--- src/rtl/sfdr_pkg.sv ---
`default_nettype none
// ----------------------------------------------------------------------------
// sfdr_pkg
// Shared types and constants for the SFD search and bit realign block.
// ----------------------------------------------------------------------------
package sfdr_pkg;

  localparam int unsigned FIFO_DEPTH = 4;
  localparam int unsigned PTR_W      = 2;
  localparam int unsigned CNT_W      = 3;

  localparam logic [7:0] SFD_RESET       = 8'hA7;
  localparam logic [2:0] PREAMBLE_RESET  = 3'd4;
  localparam logic [3:0] THRESH_RESET    = 4'd7;
  localparam logic [6:0] PHR_MASK        = 7'h7F;
  localparam logic [6:0] FCS_BYTES       = 7'd2;

  typedef enum logic [1:0] {
    CFG_SFD_VALUE       = 2'd0,
    CFG_PREAMBLE_OCTETS = 2'd1,
    CFG_MATCH_THRESHOLD = 2'd2
  } cfg_idx_e;

  typedef enum logic [2:0] {
    KIND_PAYLOAD = 3'd0,
    KIND_DONE    = 3'd1,
    KIND_NO_SFD  = 3'd2,
    KIND_SHORT   = 3'd3,
    KIND_BAD_PHR = 3'd4,
    KIND_TRUNC   = 3'd5
  } kind_e;

  typedef enum logic [3:0] {
    ST_SEARCH  = 4'b0001,
    ST_LOCKED  = 4'b0010,
    ST_NO_SFD  = 4'b0100,
    ST_BAD_PHR = 4'b1000
  } sfd_st_e;

  typedef struct packed {
    logic [7:0] sfd_value;
    logic [2:0] preamble_octets;
    logic [3:0] match_threshold;
  } cfg_t;

  typedef struct packed {
    logic [7:0] out_byte;
    kind_e      kind;
    logic [6:0] payload_length;
    logic [1:0] bit_shift;
    logic       end_of_frame;
  } result_t;

endpackage
`default_nettype wire

--- src/rtl/sfd_search_and_bit_realign.sv ---
`default_nettype none
// ----------------------------------------------------------------------------
// sfd_search_and_bit_realign
// Finds the SFD in a raw receive byte stream, realigns the frame bytes and
// reports a status beat per frame.
// ----------------------------------------------------------------------------
// Usage:
//   s_axis: one raw FIFO byte per beat; tuser marks the first byte of a frame,
//   tlast the final byte. m_axis: realigned payload beats (kind payload), then
//   one status beat with tlast high closing the frame. The FCS is dropped.
//   cfg_*: write sfd_value, preamble_octets, match_threshold while idle.
// Path: a byte taken lands in the input register, is stepped into the core once
//   the queue has room, and its results show on m_axis from the output queue.
// Throughput: 1 byte per cycle while each byte yields at most one result and
//   m_axis_tready stays high; the final byte of a frame may yield two, which the
//   4-entry output queue drains one per cycle while m_axis_tready is high. The
//   input register steps whenever the queue holds 2 or fewer.
// Reset: clears the frame state, empties the queue and loads the register
//   defaults (SFD 0xA7, 4 preamble octets, threshold 7).
// Stall: when m_axis_tready is low the queue fills, the input register holds
//   its byte and s_axis_tready drops; no beat is lost.
// ----------------------------------------------------------------------------
module sfd_search_and_bit_realign
  import sfdr_pkg::*;
(
  input  wire logic        clk_i,
  input  wire logic        rst_ni,
  input  wire logic        cfg_we_i,
  input  wire logic [1:0]  cfg_idx_i,
  input  wire logic [7:0]  cfg_data_i,
  input  wire logic        s_axis_tvalid,
  output logic             s_axis_tready,
  input  wire logic [7:0]  s_axis_tdata,   // [7:0] rx_byte
  input  wire logic        s_axis_tuser,   // [0] frame_first
  input  wire logic        s_axis_tlast,   // frame_last
  output logic             m_axis_tvalid,
  input  wire logic        m_axis_tready,
  output logic [23:0]      m_axis_tdata,   // [7:0] out_byte, [14:8] payload_length,
                                           // [16:15] bit_shift, [23:17] zero
  output logic [2:0]       m_axis_tuser,   // [2:0] kind
  output logic             m_axis_tlast    // end_of_frame
);

  cfg_t cfg_q;

  always_ff @(posedge clk_i or negedge rst_ni) begin
    if (!rst_ni) begin
      cfg_q.sfd_value       <= SFD_RESET;
      cfg_q.preamble_octets <= PREAMBLE_RESET;
      cfg_q.match_threshold <= THRESH_RESET;
    end else if (cfg_we_i) begin
      case (cfg_idx_i)
        CFG_SFD_VALUE:       cfg_q.sfd_value       <= cfg_data_i;
        CFG_PREAMBLE_OCTETS: cfg_q.preamble_octets <= cfg_data_i[2:0];
        CFG_MATCH_THRESHOLD: cfg_q.match_threshold <= cfg_data_i[3:0];
        default: ;
      endcase
    end
  end

  // input register
  logic       in_v_q;
  logic [7:0] in_byte_q;
  logic       in_first_q, in_last_q;
  logic       advance;
  logic [CNT_W-1:0] count_q;

  assign advance       = in_v_q && (count_q <= CNT_W'(FIFO_DEPTH - 2));
  assign s_axis_tready = !in_v_q || advance;

  always_ff @(posedge clk_i or negedge rst_ni) begin
    if (!rst_ni) begin
      in_v_q <= 1'b0;
    end else if (s_axis_tready) begin
      in_v_q <= s_axis_tvalid;
    end
  end

  always_ff @(posedge clk_i) begin
    if (s_axis_tready && s_axis_tvalid) begin
      in_byte_q  <= s_axis_tdata;
      in_first_q <= s_axis_tuser;
      in_last_q  <= s_axis_tlast;
    end
  end

  logic    pay_v, stat_v;
  result_t pay, stat;

  sfdr_core u_core (
    .clk_i         (clk_i),
    .rst_ni        (rst_ni),
    .cfg_i         (cfg_q),
    .step_i        (advance),
    .rx_byte_i     (in_byte_q),
    .frame_first_i (in_first_q),
    .frame_last_i  (in_last_q),
    .pay_valid_o   (pay_v),
    .pay_o         (pay),
    .stat_valid_o  (stat_v),
    .stat_o        (stat)
  );

  // result queue
  result_t          mem [FIFO_DEPTH];
  logic [PTR_W-1:0] wr_q, rd_q;
  logic [CNT_W-1:0] n_push, count_d;
  logic             pop;
  result_t          head;

  assign n_push  = advance ? (CNT_W'(pay_v) + CNT_W'(stat_v)) : '0;
  assign pop     = m_axis_tvalid && m_axis_tready;
  assign count_d = count_q + n_push - CNT_W'(pop);

  always_ff @(posedge clk_i) begin
    if (advance) begin
      if (pay_v) begin
        mem[wr_q] <= pay;
        if (stat_v) begin
          mem[wr_q + PTR_W'(1)] <= stat;
        end
      end else if (stat_v) begin
        mem[wr_q] <= stat;
      end
    end
  end

  always_ff @(posedge clk_i or negedge rst_ni) begin
    if (!rst_ni) begin
      wr_q    <= '0;
      rd_q    <= '0;
      count_q <= '0;
    end else begin
      wr_q    <= wr_q + n_push[PTR_W-1:0];
      rd_q    <= rd_q + PTR_W'(pop);
      count_q <= count_d;
    end
  end

  assign head          = mem[rd_q];
  assign m_axis_tvalid = (count_q != '0);
  assign m_axis_tdata  = {7'd0, head.bit_shift, head.payload_length, head.out_byte};
  assign m_axis_tuser  = head.kind;
  assign m_axis_tlast  = head.end_of_frame;

`ifndef NO_ASSERTIONS
  a_count_bound: assert property (@(posedge clk_i) disable iff (!rst_ni)
    count_q <= CNT_W'(FIFO_DEPTH))
    else $error("result queue overflow");
  a_room_on_step: assert property (@(posedge clk_i) disable iff (!rst_ni)
    advance |-> (count_q + n_push <= CNT_W'(FIFO_DEPTH)))
    else $error("step without room for its results");
  a_stall_holds: assert property (@(posedge clk_i) disable iff (!rst_ni)
    (m_axis_tvalid && !m_axis_tready && !advance) |=> $stable(count_q))
    else $error("queue level moved while stalled");
  a_eof_status: assert property (@(posedge clk_i) disable iff (!rst_ni)
    (m_axis_tvalid && m_axis_tlast) |-> (head.kind != KIND_PAYLOAD))
    else $error("end of frame on a payload beat");
`endif

endmodule
`default_nettype wire

--- src/rtl/sfdr_core.sv ---
`default_nettype none
// ----------------------------------------------------------------------------
// sfdr_core
// Per-frame state and the one-beat step: SFD check, realign, status.
// ----------------------------------------------------------------------------
module sfdr_core
  import sfdr_pkg::*;
(
  input  wire logic    clk_i,
  input  wire logic    rst_ni,
  input  wire cfg_t    cfg_i,
  input  wire logic    step_i,
  input  wire logic [7:0] rx_byte_i,
  input  wire logic    frame_first_i,
  input  wire logic    frame_last_i,
  output logic         pay_valid_o,
  output result_t      pay_o,
  output logic         stat_valid_o,
  output result_t      stat_o
);

  logic [7:0] prev_q, prev_d, prev_e;
  logic [7:0] idx_q, idx_d, idx_e;
  logic [1:0] off_q, off_d, off_e;
  sfd_st_e    st_q, st_d, st_e;
  logic       phr_q, phr_d, phr_e;
  logic [6:0] len_q, len_d, len_e;
  logic [6:0] cnt_q, cnt_d, cnt_e;

  logic [2:0] s_pos;
  logic [7:0] s_plus1, s_plus2;
  logic [7:0] w1, w2, realign;
  logic [3:0] c0, c1, c2;
  logic [6:0] phr_val;
  kind_e      stat_kind;

  assign w1 = {prev_e[6:0], rx_byte_i[7]};
  assign w2 = {prev_e[5:0], rx_byte_i[7:6]};

  always_comb begin
    // frame_first wipes the frame state before the byte is looked at
    prev_e = frame_first_i ? 8'd0 : prev_q;
    idx_e  = frame_first_i ? 8'd0 : idx_q;
    off_e  = frame_first_i ? 2'd0 : off_q;
    st_e   = frame_first_i ? ST_SEARCH : st_q;
    phr_e  = frame_first_i ? 1'b0 : phr_q;
    len_e  = frame_first_i ? 7'd0 : len_q;
    cnt_e  = frame_first_i ? 7'd0 : cnt_q;
  end

  always_comb begin
    s_pos   = (cfg_i.preamble_octets == 3'd0) ? 3'd0 : cfg_i.preamble_octets - 3'd1;
    s_plus1 = {5'd0, s_pos} + 8'd1;
    s_plus2 = {5'd0, s_pos} + 8'd2;
    c0 = 4'($countones(~(cfg_i.sfd_value ^ prev_e)));
    c1 = 4'($countones(~(cfg_i.sfd_value ^ w1)));
    c2 = 4'($countones(~(cfg_i.sfd_value ^ w2)));
    case (off_e)
      2'd1:    realign = w1;
      2'd2:    realign = w2;
      default: realign = prev_e;
    endcase
    phr_val = realign[6:0] & PHR_MASK;
  end

  always_comb begin
    off_d = off_e;
    st_d  = st_e;
    phr_d = phr_e;
    len_d = len_e;
    cnt_d = cnt_e;
    pay_valid_o = 1'b0;

    if (st_e == ST_SEARCH && idx_e >= s_plus1) begin
      st_d = ST_LOCKED;
      if (c1 >= cfg_i.match_threshold) begin
        off_d = 2'd1;
      end else if (c2 >= cfg_i.match_threshold) begin
        off_d = 2'd2;
      end else if (c0 >= cfg_i.match_threshold) begin
        off_d = 2'd0;
      end else begin
        off_d = 2'd0;
        st_d  = ST_NO_SFD;
      end
    end else if (st_e == ST_LOCKED && idx_e >= s_plus2) begin
      if (!phr_e) begin
        phr_d = 1'b1;
        if (phr_val < FCS_BYTES) begin
          len_d = 7'd0;
          st_d  = ST_BAD_PHR;
        end else begin
          len_d = phr_val - FCS_BYTES;
        end
      end else if (cnt_e < len_e) begin
        cnt_d = cnt_e + 7'd1;
        pay_valid_o = 1'b1;
      end
    end

    prev_d = rx_byte_i;
    idx_d  = (idx_e == 8'hFF) ? idx_e : idx_e + 8'd1;

    case (st_d)
      ST_SEARCH:  stat_kind = KIND_SHORT;
      ST_NO_SFD:  stat_kind = KIND_NO_SFD;
      ST_BAD_PHR: stat_kind = KIND_BAD_PHR;
      default:    stat_kind = (phr_d && cnt_d == len_d) ? KIND_DONE : KIND_TRUNC;
    endcase
    stat_valid_o = frame_last_i;

    pay_o.out_byte       = realign;
    pay_o.kind           = KIND_PAYLOAD;
    pay_o.payload_length = len_d;
    pay_o.bit_shift      = off_d;
    pay_o.end_of_frame   = 1'b0;

    stat_o.out_byte       = 8'd0;
    stat_o.kind           = stat_kind;
    stat_o.payload_length = len_d;
    stat_o.bit_shift      = off_d;
    stat_o.end_of_frame   = 1'b1;
  end

  always_ff @(posedge clk_i or negedge rst_ni) begin
    if (!rst_ni) begin
      prev_q <= 8'd0;
      idx_q  <= 8'd0;
      off_q  <= 2'd0;
      st_q   <= ST_SEARCH;
      phr_q  <= 1'b0;
      len_q  <= 7'd0;
      cnt_q  <= 7'd0;
    end else if (step_i) begin
      if (frame_last_i) begin
        // status closes the frame; next byte starts fresh
        prev_q <= 8'd0;
        idx_q  <= 8'd0;
        off_q  <= 2'd0;
        st_q   <= ST_SEARCH;
        phr_q  <= 1'b0;
        len_q  <= 7'd0;
        cnt_q  <= 7'd0;
      end else begin
        prev_q <= prev_d;
        idx_q  <= idx_d;
        off_q  <= off_d;
        st_q   <= st_d;
        phr_q  <= phr_d;
        len_q  <= len_d;
        cnt_q  <= cnt_d;
      end
    end
  end

`ifndef NO_ASSERTIONS
  a_cnt_le_len: assert property (@(posedge clk_i) disable iff (!rst_ni)
    cnt_q <= len_q)
    else $error("payload count passed the PHR length");
  a_pay_locked: assert property (@(posedge clk_i) disable iff (!rst_ni)
    (step_i && pay_valid_o) |-> (st_e == ST_LOCKED && phr_e))
    else $error("payload beat without lock and PHR");
  a_bad_phr_len: assert property (@(posedge clk_i) disable iff (!rst_ni)
    (st_q == ST_BAD_PHR) |-> (len_q == 7'd0 && phr_q))
    else $error("bad PHR state with nonzero length");
`endif

endmodule
`default_nettype wire

--- config.mk ---
export PLATFORM = sky130hd
export DESIGN_NAME = sfd_search_and_bit_realign
export DESIGN_NICKNAME = d
export VERILOG_FILES = /design/src/rtl/sfdr_pkg.sv /design/src/rtl/sfd_search_and_bit_realign.sv /design/src/rtl/sfdr_core.sv
export SDC_FILE = /design/constraint.sdc
export NUM_CORES = 1
export LEC_CHECK = 0
export BUFFER_PORTS_ARGS = -buffer_cell sky130_fd_sc_hd__buf_2
export CORE_AREA = 2 2 172 174
export DETAILED_ROUTE_END_ITERATION = 8
export DIE_AREA = 0 0 174 176
export HOLD_SLACK_MARGIN = 0.06
export PLACE_DENSITY = 0.61
export SLEW_MARGIN = 15
export SYNTH_ARGS = -nofsm -noshare
export SYNTH_HDL_FRONTEND = slang
export SYNTH_HIERARCHICAL = 1
export SYNTH_SLANG_ARGS = --single-unit
--- constraint.sdc ---
create_clock -name clk_i -period 11.65 [get_ports clk_i]
set_input_delay 0 -clock clk_i [delete_from_list [all_inputs] [get_ports clk_i]]
set_output_delay 0 -clock clk_i [all_outputs]
set_load 0.01 [all_outputs]
# Word level (Yosys, flattened, before mapping)
# Memory sizes are Yosys's and may differ from the RTL's.
# Index checks and enable logic that the tools add are counted.
# totals
register_bits	70
latchBits	0
mem_bits_rw	84
rom_bits	0
in_bits	25
out_inout_bits	30
word_cells	146
mem_count	1
# classes
n_addsub	33
n_mul	0
div_mod_pow	0
order_cmp	8
eq_ne	11
shifts	0
n_mux	55
bitwise	7
n_reduce_logical	14
# memory_table
name	words	width	rd	rd_clocked_by_memory_dff	write_ports	line	source
mem	4	21	1	0	2	sfd_search_and_bit_realign.sv:105	result_t mem [FIFO_DEPTH];
# op_table
op	count
two-way mux 7 bit	12
two-way mux 8 bit	5
adder 4 bit	9
two-way mux 4 bit	8
adder 1 x 1 -> 2 bit	13
inverter 8 bit	3
XOR 8 bit	3
two-way mux 21 bit	1
two-way mux 1 bit	18
greater-or-equal comparator 8 bit	2
case mux 8 bit (2 select lines)	1
greater-or-equal comparator 4 bit	3
two-way mux 2 bit	6
two-way mux 3 bit	3
case mux 3 bit (3 select lines)	1
adder 8 x 1 -> 8 bit (second input constant)	1
equality test 4 x 1 -> 1 bit (second input constant)	2
equality test 8 bit (second input constant)	1
adder 7 x 1 -> 7 bit (second input constant)	1
equality test 7 bit	1
less-than comparator 7 x 2 -> 1 bit (second input constant)	1
less-than comparator 7 bit	1
subtractor 7 x 2 -> 7 bit (second input constant)	1
logical AND 1 bit	6
21 further kinds	25

# Longest topological paths before layout
# depth
ltp_word	14
mapped_depth	23
depth_no_buf	21

# By module
# The synthesis kept the hierarchy.
# by_module_without_submodules
module	n_inst	cells_per_inst	area_each_um2	seq_area_each_um2
sfd_search_and_bit_realign	1	311	5796.8	3409.5
sfdr_core	1	498	4139.0	927.1

# Worst setup path after synthesis
# Ideal clock, no wire load.
# synth_path
path_kind	register -> register
start	reg in_first_q
end	mem mem[0][12] (netlist name), data pin
setup_ps	260
arrival_ps	5827
t_required_ps	11390
slack_ps	5562
path_stages_with_launch	23
n_path_buf	4
period_less_slack_ps	6088
path_cell_list	edfxtp_1 -> clkbuf_1 -> clkbuf_1 -> clkbuf_1 -> buf_1 -> nor2_1 -> xnor2_1 -> fa_1 -> inv_1 -> fa_1 -> inv_1 -> fa_1 -> ha_1 -> fa_1 -> ha_1 -> a21o_1 -> a21o_1 -> a21oi_1 -> nand3_1 -> and2_1 -> or2_2 -> o41a_1 -> mux2_4
# synth_rtl
item	line	source
start, declared	sfd_search_and_bit_realign.sv:64	logic in_first_q, in_last_q;
start signal, assigned	sfd_search_and_bit_realign.sv:82	in_first_q <= s_axis_tuser;
end, declared	sfd_search_and_bit_realign.sv:105	

==> flow_results.org <==
** Pwr
- Pleak :: 4.68 nW
- Pwr/cell area :: 256 mW/mm^2
- The design draws 2.89 mW.
- Max VDD drop :: 132 uV

** Global route
- GRT overflow :: 0
- Entering global routing, the biggest net connects 61 pins.
- Antenna violations before repair :: 0
- For this run, the total global-route usage over all layers was measured as 0.142.
- Global-route wire length before repair :: 34.1 mm
- The via count of the first global-routing pass came to 6408.

** Logic synthesis
- Of all flip-flops after synthesis, the portion carrying an async set or reset was 0.390.
- Dividing the synthesized area by the synthesized cell count gives 12.3 sq um.
- The synthesized design spends more area on one cell type than any other, namely sky130_fd_sc_hd__edfxtp_1.
- Library cells used by synthesis :: 69
- Post-synthesis instance area :: 0.00994 sq mm
- Of the post-synthesis cell area, the dominant cell type holds 0.284.
- Post-synth EDFFs :: 94
- Proportion of synthesized chip area in sequential cells :: 0.436
- Top cells by area, synth :: sky130_fd_sc_hd__edfxtp_1 (28%), sky130_fd_sc_hd__dfrtp_1 (13%), sky130_fd_sc_hd__mux2_4 (7.1%), sky130_fd_sc_hd__ha_1 (6.7%), sky130_fd_sc_hd__mux2_2 (5.9%)
- Number of storage elements in the synthesis netlist :: 154
- Most used flip-flop cell after synthesis :: sky130_fd_sc_hd__edfxtp_1
- Yosys printed 6 warnings.
- Synthesis produced a netlist whose cell count is 809.

** STA
- For the pin with the worst max-slew slack, the measured transition is 1080 ps.
- Worst slew margin relative to its limit :: 0.274
- In the finished design, the share of the clock period the worst path needs comes to 0.495.
- Number of failing hold endpoints at the final stage :: 0
- Setup violations remaining at the end of the flow were counted as 0.
- Setup repair after global routing left no endpoint under its margin.
- On the final layout, the worst hold slack is 69.6 ps.
- Time the worst path needs with I/O delays and setup :: 5770 ps
- For the final database, setup skew stands at 9.62 ps.
- For this run, the top clock speed supported by timing is 173 MHz.
- Final worst slack :: 5880 ps
- Summed over all failing endpoints, the final setup total negative slack is 0 ps.
- Fin. max-slew vios :: 0

** Clocking
- H-tree Lvls :: 4
- The tree is rooted in a sky130_fd_sc_hd__clkbuf_16.
- Number of clock sinks :: 154
- Clk Latency, worst-skew pair :: 430 ps
- TritonCTS clock tree :: done
- In this run, post-CTS repair resized a total of 0 instances.
- Clock-pin slew on the worst setup and hold paths :: 70 ps
- In this run the deepest clock path goes through 2 buffers.
- In this run, CTS created clock tree buffers numbering 17.
- The number of hold buffers added after CTS was 31.
- After clock tree synthesis, the setup repair step added 0 buffers.

** Placement
- Input and output buffers added on the ports amount to 47.
- In this run, placement finished with an instance count of 1206.
- The congestion estimate from routability-driven global placement came to 0.821.
- Worst slack, placed :: 5910 ps
- Detailed placement ended at an HPWL of 14.2 mm.
- In this run the cell area measured after placement is 0.0104 sq mm.

** Cells and area
- Diodes inserted :: 0
- Post-layout instance count excluding filler cells :: 1268
- For this run, the post-layout net count is 962.
- For this run, the share of the core covered by cells in the final layout is 0.396.
- In the final layout, the share of cells above drive strength 1 is 0.276.
- Post-layout instance area :: 0.0113 sq mm
- Most frequent standard cell in the layout excluding fill and tap cells :: sky130_fd_sc_hd__edfxtp_1
- Relative to the synthesized area, the layout overhead comes to 13.6%.
- Commonest cells after routing, fill and taps aside :: sky130_fd_sc_hd__edfxtp_1 (94), sky130_fd_sc_hd__inv_1 (59), sky130_fd_sc_hd__ha_1 (53)

** Floorplanning
- I/O pin count :: 55
- Die height :: 176 um
- In this run the core area contains 62 standard-cell rows.
- The die covers 0.0306 sq mm.
- For this configuration, the core starts out at a cell density of 0.348.
- Placeable core region :: 0.0285 sq mm
- Measured along the x axis, the die boundary spans 174 um.

** Setup path
- Type of origin of the critical path :: register
- At the worst endpoint, the arrival time is 5950 ps.
- STA puts the critical path data required time at 11840 ps.
- By startpoint and endpoint, the worst setup path is classified as register to register.
- STA classifies the critical path endpoint as a register.
- Of all nets on the critical path, the largest fanout is 42.

** Run
- Across the run, the number of max-cap violations was 0.

** Route
- The first detailed-routing pass took 4 iterations.
- Avg Vias per Cell :: 4.94
- DRC Markers :: 0
- Via count :: 6261
- Routed wire length :: 21.1 mm
- The count of nets left with antenna violations once routing finished came out at 0.
- For this block, the initial DRC count from the detailed router was 327.
- Dividing the detail-routed wire length by the instance count gives 16.6 um.

** Min path
- Hold Path Class :: input port to register

** Outcome
- The run finished with clean final reports.
-- metal layers --
metal / GRT usage / vias up / share of wire
li1: - / 3042 / -
met1: 0.185 / 3095 / 0.48
met2: 0.241 / 103 / 0.48
met3: 0.0282 / 21 / 0.032
met4: 0.0389 / 0 / 0.012
met5: 0 / - / 0
-- power by group --
part	switching (mW)	internal, mW	leakage [nW]
sequential	0.0910	0.724	1.64
combinational	0.798	0.723	2.77
clock	0.252	0.303	0.277
-- kinds of logic after synthesis --
family,Yosys count,share of synthesized area
AO/OA/AOI/OAI,135,0.0989
XOR/XNOR,45,0.0397
adder cells (fa/ha/maj),65,0.0909
buffers and inverters,121,0.0636
flip-flops,154,0.436
multiplexers,124,0.182
other,3,0.00113
AND/OR/NAND/NOR,162,0.0878
-- worst max-delay path, cell delays in order, from the launching register on --
cell and delay [ps]:
sky130_fd_sc_hd__edfxtp_1 330, sky130_fd_sc_hd__buf_4 360, sky130_fd_sc_hd__clkinv_1 550, sky130_fd_sc_hd__nand2_1 280, sky130_fd_sc_hd__inv_1 70, sky130_fd_sc_hd__ha_1 620, sky130_fd_sc_hd__a221oi_1 100, sky130_fd_sc_hd__a211oi_1 720
sky130_fd_sc_hd__inv_1 110, sky130_fd_sc_hd__ha_1 260, sky130_fd_sc_hd__or4b_2 290, sky130_fd_sc_hd__nand3_1 80, sky130_fd_sc_hd__o21ai_0 380, sky130_fd_sc_hd__xnor2_1 160, sky130_fd_sc_hd__or4_1 430, sky130_fd_sc_hd__o41a_1 470
sky130_fd_sc_hd__mux2_4 280
-- flip-flops by register name (all words and copies together) (netlist names) --
register       flops
u_core/off_q       2
u_core/prev_q      8
u_core/phr_q       1
in_byte_q          8
u_core/idx_q       8
wr_q               2
in_first_q         1
mem               84
rd_q               2
u_core/len_q       7
count_q            3
u_core/st_q        4
in_v_q             1
cfg_q             15
u_core/cnt_q       7
in_last_q          1
-- Yosys cell counts (all sizes together) (4+ instances only) --
master   number
xnor2        27
nand2b       10
and3          7
mux4         21
o2bb2ai       4
dfstp        10
or3           5
a21o         10
nand4         4
o22ai         7
a31oi         9
or2           7
mux2         99
a21oi        30
nor2b         9
dfrtp        50
nand2        42
fa           12
ha           53
nand3        11
inv          59
a22o         10
o21ai        29
clkbuf       18
nor3b         5
nor2         33
nor3          6
nand3b       12
buf          43
and2          4
a211oi        7
a221oi        6
mux2i         4
edfxtp       94
xor2         18
-- path summary, 6_finish.rpt --
| check | startpoint | endpoint | slack (ps) | cells after the start |
|---|---|---|---|---|
| worst max-delay path | in_first_q | mem[1][12] | 5880 | 16 |
| worst min-delay path | cfg_idx_i[1] | cfg_q[1] | 70 | 3 |
| worst max register to register | in_first_q | mem[1][12] | 5880 | 16 |
| worst min register to register | in_byte_q[1] | u_core/prev_q[1] | 480 | 2 |
| max in group asynchronous | rst_ni | rd_q[0] | 10850 | 3 |
| min in group asynchronous | rst_ni | cfg_q[3] | 280 | 3 |
-- area by class of cell --
cell class                      instances  area (sq um)
Timing Repair Buffer                   88           621
Sequential cell                       154          4340
Multi-Input combinational cell        551          5050
Clock inverter                         14           153
Clock buffer                           17           425
Fill cell                            2730         17300
Tap cell                              384           480
Inverter                               60           225
No activity file was read; power rests on OpenSTA's default activity.
